--- src/hw/rtl/mmb_pkg.sv ---
package mmb_pkg;

    // Item kinds
    localparam logic [1:0] KIND_STORE = 2'd0;
    localparam logic [1:0] KIND_START = 2'd1;
    localparam logic [1:0] KIND_TICK  = 2'd2;

    localparam int MSG_LEN_DEF = 32;

    localparam logic [7:0] CHAR_A     = 8'h41;
    localparam logic [7:0] CHAR_Z     = 8'h5A;
    localparam logic [4:0] DARK_SLOTS = 5'd4;

    // Memory port controls
    typedef struct packed {
        logic wr_en;
        logic rd_en;
    } t_mem_ctl;

    // Visible player status
    typedef struct packed {
        logic led;
        logic active;
    } t_status;

    // Timing pattern of a letter, bit 0 plays first
    function automatic logic [15:0] letter_pattern(input logic [4:0] idx);
        logic [15:0] pat;
        begin
            case (idx)
                5'd0:    pat = 16'h001D;
                5'd1:    pat = 16'h0157;
                5'd2:    pat = 16'h05D7;
                5'd3:    pat = 16'h0057;
                5'd4:    pat = 16'h0001;
                5'd5:    pat = 16'h0175;
                5'd6:    pat = 16'h0177;
                5'd7:    pat = 16'h0055;
                5'd8:    pat = 16'h0005;
                5'd9:    pat = 16'h1DDD;
                5'd10:   pat = 16'h01D7;
                5'd11:   pat = 16'h015D;
                5'd12:   pat = 16'h0077;
                5'd13:   pat = 16'h0017;
                5'd14:   pat = 16'h0777;
                5'd15:   pat = 16'h05DD;
                5'd16:   pat = 16'h1D77;
                5'd17:   pat = 16'h005D;
                5'd18:   pat = 16'h0015;
                5'd19:   pat = 16'h0007;
                5'd20:   pat = 16'h0075;
                5'd21:   pat = 16'h01D5;
                5'd22:   pat = 16'h01DD;
                5'd23:   pat = 16'h0757;
                5'd24:   pat = 16'h1DD7;
                5'd25:   pat = 16'h0577;
                default: pat = 16'h0000;
            endcase
            return pat;
        end
    endfunction

    // Number of slots in a letter's pattern
    function automatic logic [4:0] letter_length(input logic [4:0] idx);
        logic [4:0] len;
        begin
            case (idx)
                5'd0:    len = 5'd8;
                5'd1:    len = 5'd12;
                5'd2:    len = 5'd14;
                5'd3:    len = 5'd10;
                5'd4:    len = 5'd4;
                5'd5:    len = 5'd12;
                5'd6:    len = 5'd12;
                5'd7:    len = 5'd10;
                5'd8:    len = 5'd6;
                5'd9:    len = 5'd16;
                5'd10:   len = 5'd12;
                5'd11:   len = 5'd12;
                5'd12:   len = 5'd10;
                5'd13:   len = 5'd8;
                5'd14:   len = 5'd14;
                5'd15:   len = 5'd14;
                5'd16:   len = 5'd16;
                5'd17:   len = 5'd10;
                5'd18:   len = 5'd8;
                5'd19:   len = 5'd6;
                5'd20:   len = 5'd10;
                5'd21:   len = 5'd12;
                5'd22:   len = 5'd12;
                5'd23:   len = 5'd14;
                5'd24:   len = 5'd16;
                5'd25:   len = 5'd14;
                default: len = 5'd0;
            endcase
            return len;
        end
    endfunction

endpackage

--- src/hw/rtl/mmb_msg_mem.sv ---
module mmb_msg_mem #(
    parameter int MSG_LEN = mmb_pkg::MSG_LEN_DEF,
    parameter int AW      = $clog2(MSG_LEN)
) (
    input  logic              i_clk,
    input  mmb_pkg::t_mem_ctl i_ctl,
    input  logic [AW-1:0]     i_wr_addr,
    input  logic [7:0]        i_wr_data,
    input  logic [AW-1:0]     i_rd_addr,
    output logic [7:0]        o_rd_data
);

    logic [7:0] r_mem [MSG_LEN];
    logic [7:0] r_rd_data;

    // Write one character
    always_ff @(posedge i_clk) begin
        if (i_ctl.wr_en) begin
            r_mem[i_wr_addr] <= i_wr_data;
        end
    end

    // Registered read
    always_ff @(posedge i_clk) begin
        if (i_ctl.rd_en) begin
            r_rd_data <= r_mem[i_rd_addr];
        end
    end

    assign o_rd_data = r_rd_data;

endmodule

--- src/hw/rtl/mmb_player.sv ---
module mmb_player #(
    parameter int MSG_LEN = mmb_pkg::MSG_LEN_DEF,
    parameter int AW      = $clog2(MSG_LEN),
    parameter int PW      = $clog2(MSG_LEN + 2)
) (
    input  logic              i_clk,
    input  logic              i_rst_n,
    input  logic              i_accept,
    input  logic [1:0]        i_kind,
    input  logic [4:0]        i_slot,
    input  logic [7:0]        i_letter,
    input  logic              i_repeat_flag,
    input  logic [7:0]        i_rd_data,
    output mmb_pkg::t_mem_ctl o_mem_ctl,
    output logic [AW-1:0]     o_wr_addr,
    output logic [AW-1:0]     o_rd_addr,
    output mmb_pkg::t_status  o_next
);

    localparam logic [PW-1:0] POS_END = PW'(MSG_LEN);

    // Playback state
    logic [PW-1:0] r_pos, n_pos;
    logic          r_active, n_active;
    logic          r_looping, n_looping;
    logic [15:0]   r_shift, n_shift;
    logic [4:0]    r_slots, n_slots;
    logic          r_led, n_led;
    // Character cache: entry 0 and the entry at r_pos
    logic [7:0]    r_first, n_first;
    logic [7:0]    r_next, n_next;
    logic          r_pend, n_pend;

    logic [AW+4:0] slot_wide;
    logic [AW-1:0] slot_addr;
    logic          slot_ok;
    logic [7:0]    cur_chr;
    logic [7:0]    chr;
    logic [7:0]    chr_off;
    logic [PW-1:0] new_pos;
    logic          stop;
    logic [15:0]   pat;
    logic [4:0]    pat_len;

    assign slot_wide = (AW + 5)'(i_slot);
    assign slot_addr = slot_wide[AW-1:0];
    assign slot_ok   = (32'(i_slot) < 32'(MSG_LEN));

    // Character at the current read position
    always_comb begin
        if (r_pos == '0) begin
            cur_chr = r_first;
        end else if (r_pos >= POS_END) begin
            cur_chr = 8'd0;
        end else if (r_pend) begin
            cur_chr = i_rd_data;
        end else begin
            cur_chr = r_next;
        end
    end

    // Next state for the accepted word
    always_comb begin
        n_pos     = r_pos;
        n_active  = r_active;
        n_looping = r_looping;
        n_shift   = r_shift;
        n_slots   = r_slots;
        n_led     = r_led;
        n_first   = r_first;
        n_next    = r_pend ? i_rd_data : r_next;
        n_pend    = 1'b0;
        o_mem_ctl = '0;
        o_wr_addr = slot_addr;
        o_rd_addr = '0;
        chr       = cur_chr;
        chr_off   = cur_chr - mmb_pkg::CHAR_A;
        new_pos   = r_pos;
        stop      = 1'b0;
        pat       = '0;
        pat_len   = '0;

        if (i_accept) begin
            unique case (i_kind)
                mmb_pkg::KIND_STORE: begin
                    if (slot_ok) begin
                        o_mem_ctl.wr_en = 1'b1;
                        if (slot_addr == '0) begin
                            n_first = i_letter;
                        end
                        if (r_pos == PW'(slot_wide)) begin
                            n_next = i_letter;
                        end
                    end
                end
                mmb_pkg::KIND_START: begin
                    n_pos     = '0;
                    n_active  = 1'b1;
                    n_looping = i_repeat_flag;
                    n_led     = 1'b0;
                end
                mmb_pkg::KIND_TICK: begin
                    if (r_active) begin
                        if (r_slots == '0) begin
                            // Fetch the next character
                            new_pos = (r_pos <= POS_END) ? r_pos + 1'b1 : r_pos;
                            if (cur_chr == 8'd0) begin
                                if (r_looping) begin
                                    chr     = r_first;
                                    new_pos = PW'(1);
                                end else begin
                                    stop = 1'b1;
                                end
                            end
                            chr_off = chr - mmb_pkg::CHAR_A;
                            n_pos   = new_pos;
                            // Prefetch the character after this one
                            if (new_pos < POS_END) begin
                                o_mem_ctl.rd_en = 1'b1;
                                o_rd_addr       = new_pos[AW-1:0];
                                n_pend          = 1'b1;
                            end
                            if (stop) begin
                                n_active = 1'b0;
                            end else begin
                                if (chr >= mmb_pkg::CHAR_A && chr <= mmb_pkg::CHAR_Z) begin
                                    pat     = mmb_pkg::letter_pattern(chr_off[4:0]);
                                    pat_len = mmb_pkg::letter_length(chr_off[4:0]);
                                    n_led   = pat[0];
                                    n_shift = pat >> 1;
                                    n_slots = pat_len - 1'b1;
                                end else begin
                                    n_led   = 1'b0;
                                    n_shift = '0;
                                    n_slots = mmb_pkg::DARK_SLOTS - 1'b1;
                                end
                            end
                        end else begin
                            // Shift out one slot
                            n_led   = r_shift[0];
                            n_shift = r_shift >> 1;
                            n_slots = r_slots - 1'b1;
                        end
                    end
                end
                default: begin
                end
            endcase
        end
    end

    // Control state
    always_ff @(posedge i_clk) begin
        if (!i_rst_n) begin
            r_pos     <= '0;
            r_active  <= 1'b0;
            r_looping <= 1'b0;
            r_shift   <= '0;
            r_slots   <= '0;
            r_led     <= 1'b0;
            r_pend    <= 1'b0;
        end else begin
            r_pos     <= n_pos;
            r_active  <= n_active;
            r_looping <= n_looping;
            r_shift   <= n_shift;
            r_slots   <= n_slots;
            r_led     <= n_led;
            r_pend    <= n_pend;
        end
    end

    // Cached characters
    always_ff @(posedge i_clk) begin
        r_first <= n_first;
        r_next  <= n_next;
    end

    assign o_next.led    = n_led;
    assign o_next.active = n_active;

endmodule

--- src/hw/rtl/morse_message_blinker_top.sv ---
// Morse message blinker: plays a stored message on one LED, one slot per tick.
// Input channel (i_in_valid / o_in_ready) carries one word per item:
//   i_kind 0 stores i_letter at message position i_slot, 1 starts playback
//   from position 0 with loop mode i_repeat_flag, 2 advances one time slot.
// Output channel (o_out_valid / i_out_ready) returns one word per input word:
//   o_led_level is the LED drive and o_playing the run flag after that word.
// The result word is registered at the edge that accepts the input word.
// Throughput is one word per cycle while the receiver takes results; the
// message memory is read ahead of use, so the lookup never stalls input.
// When the receiver stalls, the result stays in the output register and the
// input is held off until it is taken; input is accepted in the same cycle
// the held result leaves.
// Reset clears playback (LED off, not playing) and the output valid flag.
// Message memory content is not cleared; read only positions that were
// written before playback reaches them.
module morse_message_blinker_top #(
    parameter int MSG_LEN = mmb_pkg::MSG_LEN_DEF
) (
    input  logic       i_clk,
    input  logic       i_rst_n,
    input  logic       i_in_valid,
    output logic       o_in_ready,
    input  logic [1:0] i_kind,
    input  logic [4:0] i_slot,
    input  logic [7:0] i_letter,
    input  logic       i_repeat_flag,
    output logic       o_out_valid,
    input  logic       i_out_ready,
    output logic       o_led_level,
    output logic       o_playing
);

    localparam int AW = $clog2(MSG_LEN);

    mmb_pkg::t_mem_ctl mem_ctl;
    mmb_pkg::t_status  next_status;
    logic [AW-1:0]     wr_addr;
    logic [AW-1:0]     rd_addr;
    logic [7:0]        rd_data;
    logic              in_acc;

    logic r_out_valid, n_out_valid;
    logic r_out_led, n_out_led;
    logic r_out_play, n_out_play;

    assign o_in_ready = !r_out_valid || i_out_ready;
    assign in_acc     = i_in_valid && o_in_ready;

    mmb_player #(
        .MSG_LEN (MSG_LEN)
    ) u_player (
        .i_clk         (i_clk),
        .i_rst_n       (i_rst_n),
        .i_accept      (in_acc),
        .i_kind        (i_kind),
        .i_slot        (i_slot),
        .i_letter      (i_letter),
        .i_repeat_flag (i_repeat_flag),
        .i_rd_data     (rd_data),
        .o_mem_ctl     (mem_ctl),
        .o_wr_addr     (wr_addr),
        .o_rd_addr     (rd_addr),
        .o_next        (next_status)
    );

    mmb_msg_mem #(
        .MSG_LEN (MSG_LEN)
    ) u_msg_mem (
        .i_clk     (i_clk),
        .i_ctl     (mem_ctl),
        .i_wr_addr (wr_addr),
        .i_wr_data (i_letter),
        .i_rd_addr (rd_addr),
        .o_rd_data (rd_data)
    );

    // Load a result word on accept, drop it when taken
    always_comb begin
        n_out_valid = r_out_valid;
        n_out_led   = r_out_led;
        n_out_play  = r_out_play;
        if (in_acc) begin
            n_out_valid = 1'b1;
            n_out_led   = next_status.led;
            n_out_play  = next_status.active;
        end else if (i_out_ready) begin
            n_out_valid = 1'b0;
        end
    end

    always_ff @(posedge i_clk) begin
        if (!i_rst_n) begin
            r_out_valid <= 1'b0;
        end else begin
            r_out_valid <= n_out_valid;
        end
    end

    always_ff @(posedge i_clk) begin
        r_out_led  <= n_out_led;
        r_out_play <= n_out_play;
    end

    assign o_out_valid = r_out_valid;
    assign o_led_level = r_out_led;
    assign o_playing   = r_out_play;

`ifndef ASSERT_OFF
    // A start word reports playing with the LED off
    a_start_result: assert property (@(posedge i_clk) disable iff (!i_rst_n)
        (in_acc && i_kind == mmb_pkg::KIND_START) |=> (o_out_valid && o_playing && !o_led_level))
        else $error("start word did not report playing with LED off");

    // An empty output register never blocks input
    a_ready_when_empty: assert property (@(posedge i_clk) disable iff (!i_rst_n)
        !o_out_valid |-> o_in_ready)
        else $error("input held off with empty output register");

    // A store word leaves the playback status unchanged
    a_store_keeps_status: assert property (@(posedge i_clk) disable iff (!i_rst_n)
        (in_acc && i_kind == mmb_pkg::KIND_STORE && $past(in_acc))
        |=> (o_led_level == $past(o_led_level) && o_playing == $past(o_playing)))
        else $error("store word changed playback status");

    // Nothing starts playback but a start word
    a_no_spurious_start: assert property (@(posedge i_clk) disable iff (!i_rst_n)
        (in_acc && i_kind != mmb_pkg::KIND_START && !next_status.active) |=> !o_playing)
        else $error("playback began without a start word");
`endif

endmodule

--- config.mk ---
export PLATFORM = sky130hd
export DESIGN_NAME = morse_message_blinker_top
export DESIGN_NICKNAME = d
export VERILOG_FILES = /design/src/hw/rtl/mmb_pkg.sv /design/src/hw/rtl/mmb_msg_mem.sv /design/src/hw/rtl/mmb_player.sv /design/src/hw/rtl/morse_message_blinker_top.sv
export SDC_FILE = /design/constraint.sdc
export NUM_CORES = 1
export LEC_CHECK = 0
export ABC_AREA = 1
export BUFFER_PORTS_ARGS = -buffer_cell sky130_fd_sc_hd__buf_2
export CAP_MARGIN = 15
export CORE_UTILIZATION = 50
export CTS_BUF_LIST = sky130_fd_sc_hd__clkbuf_8
export CTS_CLUSTER_SIZE = 16
export DETAILED_ROUTE_END_ITERATION = 8
export PLACE_DENSITY_LB_ADDON = 0.15
export SYNTH_ARGS = -nofsm -noshare
export SYNTH_HDL_FRONTEND = slang
export SYNTH_SLANG_ARGS = --single-unit
--- constraint.sdc ---
create_clock -name i_clk -period 4.2 [get_ports i_clk]
set_input_delay 1.26 -clock i_clk [delete_from_list [all_inputs] [get_ports i_clk]]
set_output_delay 1.26 -clock i_clk [all_outputs]
set_load 0.02 [all_outputs]
---- After elaboration in Yosys (flattened, before gate mapping) ----
Memories as Yosys holds them, arrays and structs flattened. A register that Yosys moved wholly into a read port is not among the register bits.
Index checks and enable logic that the tools add are counted.
word-level totals
  register bits ........................... 50
  latch bits .............................. 0
  bits in writable memories ............... 256
  ROM bits ................................ 544
  bits of input ports ..................... 20
  output and inout port bits .............. 4
  logic and storage cells ................. 112
  memories ................................ 3
memories
  name              words  width  rd ports  clocked after memory_dff  wr ports  RTL line           source
  (name not given)  32     13     1         0                         0         mmb_pkg.sv:30      case (idx)
  u_msg_mem.r_mem   32     8      1         1                         1         mmb_msg_mem.sv:13  logic [7:0] r_mem [MSG_LEN];
  (name not given)  32     4      1         0                         0         mmb_pkg.sv:67      case (idx)
cells by class
  add/subtract/negate cells ............... 4
  multiply operators ...................... 0
  div/mod/pow operators ................... 0
  magnitude comparators ................... 5
  equality and inequality tests ........... 6
  shifts and indexed selects .............. 0
  multiplexer cells ....................... 66
  bitwise logic cells ..................... 0
  reductions and logical operators ........ 16
operator list
  cell                                                                                  count
  8-bit two-way mux                                                                     12
  5-bit two-way mux                                                                     14
  6-bit two-way mux                                                                     9
  16-bit two-way mux                                                                    2
  1-bit two-way mux                                                                     24
  15-bit two-way mux                                                                    1
  5-bit by 1-bit subtractor with 5-bit output (second input constant)                   3
  6-bit case mux with 2 select lines                                                    1
  5-bit logical NOT                                                                     2
  8-bit by 7-bit greater-or-equal comparator with 1-bit output (second input constant)  1
  8-bit by 7-bit <= comparator with 1-bit output (second input constant)                1
  8-bit logical NOT                                                                     1
  4-bit AND reduction                                                                   2
  6-bit by 1-bit adder with 6-bit output (second input constant)                        1
  6-bit by 5-bit == test with 1-bit output                                              1
  6-bit greater-or-equal comparator (second input constant)                             1
  6-bit <= comparator (second input constant)                                           1
  6-bit logical NOT                                                                     1
  6-bit < comparator (second input constant)                                            1
  2-bit by 1-bit != test with 1-bit output (second input constant)                      2
  1-bit case mux with 2 select lines                                                    2
  2-bit AND reduction                                                                   2
  2-bit nonzero test                                                                    2
  3-bit AND reduction                                                                   1
  8 further kinds                                                                       9

---- Logic depth before layout (Yosys ltp) ----
Gate-level depths: netlist (run 1).
  word-level depth ........................ 21
  gate-level depth with buffers ........... 28
  mapped depth without buffers ............ 28

---- By module ----
From an unflattened synthesis (run 1), not the netlist that was laid out.
second synthesis, totals
  cell total of the unflattened synthesis .. 1,462
  area total of the unflattened synthesis .. 14,465.1 µm²
by module, submodules not included
  module                     times used  cells an instance  area each (µm²)  seq. area each (µm²)
  mmb_msg_mem                1           922                10,866.7         7,927.6
  mmb_player                 1           531                3,487.1          940.9
  morse_message_blinker_top  1           9                  111.4            80.1

---- Worst setup path before layout (run 1) ----
No wires, ideal clock.
  path type ............................... register to register
  start point ............................. register u_player.r_pos[0]
  end point ............................... register u_player.r_slots[2]
  library setup time ...................... 0.074 ns
  arrival time ............................ 3.246 ns
  data required time ...................... 4.126 ns
  path slack .............................. 0.880 ns
  cell stages (with the launch flop) ...... 23
  buffers on the path ..................... 0
  clock period less this slack ............ 3.320 ns
  cells stage by stage .................... dfxtp_1 inv_1 ha_1 nand2_4 nor2_8 nand2_2 nand2_2 nor2_1 nand2_1 nor2_4 a21oi_1 ha_1 inv_1 nand3_1 nand2_4 nand2_1 nand3_2 nand2_1 nand2_1 nand2_1 ha_1 or2_1 a31oi_1
on the way
  longest elaborated chain between the ends .. 21
  elaborated cells on any way between the ends .. 33
  classes of those cells .................. 2 x add/sub; 3 x order compare; 1 x eq/ne; 22 x mux; 4 x reduce/logical; 1 x memory
ends and longest elaborated chain
  element                                                 RTL line                              source
  start, declared                                         mmb_player.sv:23                      logic [PW-1:0] r_pos, n_pos;
  start signal, assigned                                  mmb_player.sv:163                     r_pos <= n_pos;
  6-bit greater-or-equal comparator                       mmb_player.sv:53                      end else if (r_pos >= POS_END) begin
  8-bit two-way mux                                       mmb_player.sv:53
  8-bit two-way mux (*)                                   mmb_player.sv:51                      if (r_pos == '0) begin
  8-bit logical NOT or 8-bit two-way mux (tied branches)  mmb_player.sv:107, mmb_player.sv:108
  8-bit two-way mux                                       mmb_player.sv:107                     if (cur_chr == 8'd0) begin
  8-bit two-way mux                                       mmb_player.sv:104                     if (r_slots == '0) begin
  8-bit two-way mux                                       mmb_player.sv:103                     if (r_active) begin
  8-bit two-way mux                                       mmb_player.sv:84                      unique case (i_kind)
  [5 not listed]                                          n/a
  5-bit two-way mux                                       mmb_player.sv:104
  5-bit two-way mux                                       mmb_player.sv:103
  5-bit two-way mux                                       mmb_player.sv:84
  5-bit two-way mux                                       mmb_player.sv:83                      if (i_accept) begin
  5-bit by 1-bit subtractor with 5-bit output             mmb_player.sv:131                     n_slots = pat_len - 1'b1;
  5-bit two-way mux                                       mmb_player.sv:126                     if (chr >= mmb_pkg::CHAR_A && chr <= mmb_pkg::CHAR_Z) begin
  5-bit two-way mux                                       mmb_player.sv:123                     if (stop) begin
  5-bit two-way mux                                       mmb_player.sv:104
  end signal, assigned                                    mmb_player.sv:167                     r_slots <= n_slots;
  end, declared                                           mmb_player.sv:27                      logic [4:0] r_slots, n_slots;
Mark *: on every way between the ends. The rest lies on a longest branch, timed or not. The select of a mux whose other input is x is not followed.
A chain may end at the register's enable or synchronous reset.

---- Worst setup path after layout (run 1) ----
Same ends and word-level chain as after synthesis.

==> flow_metrics.env, run 1 <==
export IMPL_power_density_nw_per_um2=372
export IMPL_vias=10197
export IMPL_worst_pin_slew_ns=0.841
export IMPL_yosysMostFrequentCell="edfxtp_1"
export IMPL_rows=62
export IMPL_cts_sinks=310
export IMPL_cts_made_buffers=51
export IMPL_finalNetCount=1508
export IMPL_drtIter0Drc=804
export IMPL_crit_path_end="u_player.r_slots[2]"
export IMPL_dp_hpwl_um=21900
export IMPL_max_stage_delay_ns=0.36
export IMPL_synth_xor_area_share=0.00360
export IMPL_final_area_um2=16100
export IMPL_area_growth_pct=10.5
export IMPL_fin_crit_sh=0.905
export IMPL_ff2ff_path_depth=21
export IMPL_status="completed"
export IMPL_slew_viol_final=0
export IMPL_root_buffer="clkbuf_8"
export IMPL_r2r_start="u_player.r_pos[0]"
export IMPL_synthFlopType="edfxtp_1"
export IMPL_rrSetupSlack_ns=0.40
export IMPL_maxSlewHeadroom=0.439
export IMPL_cp_buffers_inverters=2
export IMPL_cp_arrival_ns=4.31
export IMPL_path_cells="inv_1 -> ha_2 -> nand2_4 -> nor2_8 -> nand2_2 -> nand2_2 -> nor2_1 -> nand2_1 -> nor2_4 -> a21oi_2 -> ha_1 -> nand3_2 -> nor2_1 -> nand2_1 -> nand2_2 -> inv_2 -> nand2_1 -> nand2_1 -> ha_1 -> or2_1 -> a31oi_1"
export IMPL_synth_fp_nets=1447
export IMPL_drc_errors=0
export IMPL_finalWeightedCongestion=0.864
export IMPL_synthArstFlopShare=0
export IMPL_crit_type="flop to flop"
export IMPL_critPathCaptureType="flop"
export IMPL_grt_pass1_vias=9763
export IMPL_worstHoldPathType="flop to flop"
export IMPL_min_period_ns=3.80
export IMPL_skew_ns=0.0222
export IMPL_dr_pass1_iters=8
export IMPL_start_util=0.509
export IMPL_setup_tns_ns=0
export IMPL_synth_largest_area_cell="edfxtp_1"
export IMPL_yosys_top_cells_count="edfxtp_1, nand2_1, inv_1"
export IMPL_ys_top_cells_by_area="edfxtp_1, nand3_1, nand2_1, dfxtp_1, inv_1"
export IMPL_netlist_cell_type_count=46
export IMPL_via_per_inst=5.37
export IMPL_die_h_um=173
export IMPL_ys_warn_count=0
export IMPL_fp_dieW_um=173
export IMPL_ctsHtreeMaxLevel=2
export IMPL_wl_per_cell_um=18.1
export IMPL_synthAdderAreaFrac=0.0111
export IMPL_fmax_mhz=263
export IMPL_path_clk_slew_ns=0.06
export IMPL_start_kind="flop"
export IMPL_cap_violations=0
export IMPL_grt_usage=0.234
export IMPL_grt_max_degree=85
export IMPL_diodes=0
export IMPL_crit_required_ns=4.71
export IMPL_antenna_left=0
export IMPL_cp_slowest_cell="dfxtp_1"
export IMPL_yosys_mux_area_fraction=0.00686
export IMPL_cts_setup_buffers=0
export IMPL_overflow=0
export IMPL_setup_viol_count_final=0
export IMPL_synthSimpleGateAreaFrac=0.163
export IMPL_critPathMaxFanout=15
export IMPL_startpoint="u_player.r_pos[0]"
export IMPL_antenna_found_initial=0
export IMPL_drt_wl_total_um=34300
export IMPL_die_area_um2=29900
export IMPL_cts_hold_buf=0
export IMPL_rsz0062_at_grt="false"
export IMPL_synth_seq_cells=310
export IMPL_synth_edf_count=274
export IMPL_yosysSeqAreaShare=0.613
export IMPL_core_area_um2=28700
export IMPL_ir_drop_v=0.000249
export IMPL_grt_first_pass_wirelength_um=54000
export IMPL_synth_cells=1414
export IMPL_insertion_delay_ns=0.59
export IMPL_port_buffers=23
export IMPL_place_area_um2=15200
export IMPL_r2r_end="u_player.r_slots[2]"
export IMPL_crit_path_frequent_cell="nand2_1"
export IMPL_synth_top_family_by_area="simple AND/OR/NAND/NOR gates"
export IMPL_path_depth=21
export IMPL_stdcell_count=1898
export IMPL_finalHoldViolCount=0
export IMPL_p_leak_nw=6.29
export IMPL_synth_compound_area_frac=0.120
export IMPL_cts_tree="done"
export IMPL_critPathTopFamily="simple AND/OR/NAND/NOR gates"
export IMPL_drive_above_1_share=0.131
export IMPL_ios=24
export IMPL_avgSynthCellArea_um2=10.3
export IMPL_yosysTopAreaCellShare=0.563
export IMPL_synth_area_um2=14600
export IMPL_dpl_cell_count=1806
export IMPL_cts_buffer_depth=3
==> report_power, final <==
| group | switching (mW) | internal [mW] | leakage [nW] |
|---|---|---|---|
| Sequential | 0.0104 | 3.38 | 2.76 |
| Combinational | 0.164 | 0.0633 | 2.98 |
| Clock | 1.19 | 1.19 | 0.550 |
==> sequential cells by signal (all words and copies together), names as in the netlist <==
name                 cells
u_msg_mem.o_rd_data      8
u_msg_mem.r_mem        256
o_led_level              1
u_player.r_first         8
u_player.r_active        1
u_player.r_slots         5
u_player.r_looping       1
u_player.r_pend          1
u_player.r_next          8
u_player.r_led           1
o_out_valid              1
u_player.r_shift        12
u_player.r_pos           6
o_playing                1
==> cell type report <==
cell class	count	area [µm²]
Timing Repair Buffer	74	586
Clock inverter	38	168
Sequential cell	310	8950
Clock buffer	54	743
Inverter	200	758
Tap cell	384	480
Fill cell	2598	12600
Multi-Input combinational cell	838	4450
==> per-stage QoR <==
step	hold slack (ns)	total power, mW	utilization	worst slack (ns)
after floorplan	0.422	3.58	-	0.880
after global placement	0.439	3.68	0.530	0.213
after detailed placement	0.447	3.68	0.530	0.155
after CTS	0.461	6.05	0.562	0.141
after global routing	0.493	6.20	0.562	0.0118
final	0.456	6.00	0.562	0.400
==> routing by layer <==
metal / vias up / part of all wire / routed length [µm] / GRT usage
met5: - / 0 / 0 / 0
met4: 0 / 0.019 / 660 / 0.0642
met3: 58 / 0.056 / 1930 / 0.0396
met2: 269 / 0.47 / 16200 / 0.380
met1: 4822 / 0.45 / 15500 / 0.325
li1: 5048 / - / - / -
==> repair_timing <==
action,4_1_cts,5_1_grt
endpoints found under the hold margin,0,0
resized for setup,0,3
setup endpoints to repair,0,6
==> kinds of logic after synthesis <==
logic type / after synthesis
AOI/OAI and AO/OA: 302
muxes: 9
xor gates and xnor gates: 6
and+or+nand+nor: 508
buffers and inverters: 266
DFF: 310
adders and majority gates: 13
==> worst min-delay path by stage <==
stage | from | endpoint | cells after the start
after global placement | u_player.r_slots[0] | u_player.r_slots[0] | 1
after detailed placement | u_player.r_slots[0] | u_player.r_slots[0] | 1
after global routing | u_player.r_shift[11] | u_player.r_shift[11] | 2
after floorplan | u_player.r_slots[0] | u_player.r_slots[0] | 1
final | u_player.r_slots[0] | u_player.r_slots[0] | 1
after CTS | u_player.r_slots[0] | u_player.r_slots[0] | 1
==> cell usage in the layout (no fill, tap or decap), types with 6 or more instances in the layout <==
cell type and instances:
buf_4 44, nand2_2 15, clkbuf_8 54, a21oi_1 102
mux2_2 8, clkinv_1 12, o211ai_1 72, ha_1 12
nand3_1 160, o21ai_0 46, nor3_1 6, nand2_4 6
buf_12 7, inv_1 213, o21a_1 8, dfxtp_1 35
edfxtp_1 274, nand3_2 7, nor2_1 79, nor2_2 6
clkinv_2 6, o21ai_1 56, buf_2 23, nand2_1 212
(Power assumes the default switching activity.)
==> run 2, diff against run 1 <==
--- a/config.mk
+++ b/config.mk
@@ -12,7 +12,8 @@
 export CTS_BUF_LIST = sky130_fd_sc_hd__clkbuf_8
 export CTS_CLUSTER_SIZE = 16
 export DETAILED_ROUTE_END_ITERATION = 8
-export PLACE_DENSITY_LB_ADDON = 0.15
+export MAX_ROUTING_LAYER = met4
+export PLACE_DENSITY_LB_ADDON = 0.12
 export SYNTH_ARGS = -nofsm -noshare
 export SYNTH_HDL_FRONTEND = slang
 export SYNTH_SLANG_ARGS = --single-unit
==> run 2 against run 1 <==
Effect of this change: die area did not move; register-to-register slack improved by 0.05 ns; via count increased by 0.30%; final cell count increased by 0.26%; maximum frequency is 1.4% higher.
==> flow_metrics.env, run 2 (synthesized netlist as in run 1, its figures left out) <==
export IMPL_fin_crit_sh=0.892
export IMPL_grt_max_degree=82
export IMPL_port_buffers=23
export IMPL_final_common_cell="edfxtp_1"
export IMPL_critPathMaxFanout=11
export IMPL_cts_buffer_depth=3
export IMPL_status="completed"
export IMPL_start_util=0.509
export IMPL_cts_hold_buf=0
export IMPL_met3_usage=0.0427
export IMPL_finalWeightedCongestion=0.879
export IMPL_grt_pass1_vias=9734
export IMPL_crit_required_ns=4.68
export IMPL_ir_drop_v=0.000282
export IMPL_die_h_um=173
export IMPL_antenna_left=0
export IMPL_largest_register_ffs=256
export IMPL_area_growth_pct=11.0
export IMPL_cts_sinks=310
export IMPL_grt_first_pass_wirelength_um=55000
export IMPL_cts_setup_buffers=0
export IMPL_rsz0062_at_grt="false"
export IMPL_worst_pin_slew_ns=0.912
export IMPL_grtUsageMet2=0.353
export IMPL_p_leak_nw=6.30
export IMPL_fp_dieW_um=173
export IMPL_top_usage_layer="met1"
export IMPL_setup_tns_ns=0
export IMPL_skew_ns=0.0183
export IMPL_regMostFlops="u_msg_mem.r_mem"
export IMPL_insertion_delay_ns=0.57
export IMPL_fmax_mhz=267
export IMPL_dp_hpwl_um=22200
export IMPL_slew_viol_final=0
export IMPL_min_period_ns=3.75
export IMPL_path_clk_slew_ns=0.06
export IMPL_drtIter0Drc=854
export IMPL_ctsHtreeMaxLevel=2
export IMPL_core_area_um2=28700
export IMPL_grt_use_met1=0.356
export IMPL_crit_type="flop to flop"
export IMPL_setup_viol_count_final=0
export IMPL_dpl_cell_count=1808
export IMPL_stdcell_count=1903
export IMPL_finalHoldViolCount=0
export IMPL_ios=24
export IMPL_maxSlewHeadroom=0.391
export IMPL_root_buffer="clkbuf_8"
export IMPL_die_area_um2=29900
export IMPL_post_cts_resize_count=0
export IMPL_wl_per_cell_um=18.1
export IMPL_critPathCaptureType="flop"
export IMPL_antenna_found_initial=0
export IMPL_nFillCells=2538
export IMPL_cts_made_buffers=51
export IMPL_dr_pass1_iters=5
export IMPL_cp_arrival_ns=4.23
export IMPL_rows=62
export IMPL_worstHoldPathType="flop to flop"
export IMPL_cts_tree="done"
export IMPL_grt_usage=0.244
export IMPL_final_cell_mix="edfxtp_1, nand2_1, inv_1"
export IMPL_cap_violations=0
export IMPL_start_kind="flop"
export IMPL_diodes=0
export IMPL_drt_wl_total_um=34500
export IMPL_power_density_nw_per_um2=378
export IMPL_overflow=0
export IMPL_drc_errors=0
export IMPL_reg_top3="u_msg_mem.r_mem: 256 flops, u_player.r_shift: 12 flops"
export IMPL_drive_above_1_share=0.134
export IMPL_vias=10228
export IMPL_via_per_inst=5.37
export IMPL_finalNetCount=1510
==> run 2: path summary, 6_finish.rpt <==
kind / startpoint / end / slack, ns / depth (start not counted)
worst max-delay path: u_player.r_pos[0] / u_player.r_slots[2] / 0.45 / 25
worst min register to register: u_player.r_slots[0] / u_player.r_slots[0] / 0.47 / 1
worst min-delay path: u_player.r_slots[0] / u_player.r_slots[0] / 0.47 / 1
worst max register to register: u_player.r_pos[0] / u_player.r_slots[2] / 0.45 / 25
==> run 2: per-stage QoR <==
| step | hold WS (ns) | worst slack (ns) | power (mW) | cell area, µm² | utilization |
|---|---|---|---|---|---|
| finish | 0.469 | 0.454 | 6.12 | 16200 | 0.565 |
| global placement | 0.441 | 0.198 | 3.68 | 15200 | 0.530 |
| global route | 0.494 | 0.0129 | 6.35 | 16200 | 0.565 |
| floorplan | 0.422 | 0.880 | 3.58 | 14600 | - |
| detailed placement | 0.461 | 0.0911 | 3.68 | 15200 | 0.530 |
| CTS | 0.469 | 0.0844 | 6.19 | 16200 | 0.564 |
==> run 2: cell type report <==
type / count / area [µm²] / share of cell area
Clock buffer: 54 / 743 / 0.0458
Clock inverter: 41 / 231 / 0.0143
Sequential cell: 310 / 8950 / 0.552
Tap cell: 384 / 480 / 0.0296
Inverter: 200 / 758 / 0.0468
Timing Repair Buffer: 76 / 588 / 0.0363
Multi-Input combinational cell: 838 / 4460 / 0.275
==> run 2: report_power, final <==
part,leakage (nW),internal [mW],switching [mW]
sequential,2.76,3.38,0.00977
combinational,2.98,0.0640,0.163
clock,0.558,1.32,1.19
total,6.30,4.76,1.36
==> run 2: critical path, cell delays in order (launching register included) <==
cell and delay, ns:
dfxtp_1 0.35, inv_1 0.15, ha_4 0.22, nand2_4 0.08, nor2_8 0.17, nor2_1 0.06, nor2_1 0.17, nand2_1 0.09
nor2_2 0.19, nand2_2 0.11, nand2_1 0.08, nand2_2 0.18, ha_1 0.29, inv_1 0.08, nand3_1 0.14, nand2_2 0.21
nand2_1 0.08, nand2_1 0.06, inv_1 0.04, nand2_1 0.10, nand2_1 0.06, nand2_1 0.05, nand2_1 0.08, ha_1 0.29
or2_1 0.23, a31oi_1 0.13
==> run 2: routing by layer <==
| layer | wire length, µm | vias to the layer above |
|---|---|---|
| met5 | 0 | - |
| met4 | 448 | 0 |
| met3 | 2150 | 41 |
| met2 | 15200 | 291 |
| met1 | 16700 | 4845 |
| li1 | - | 5051 |
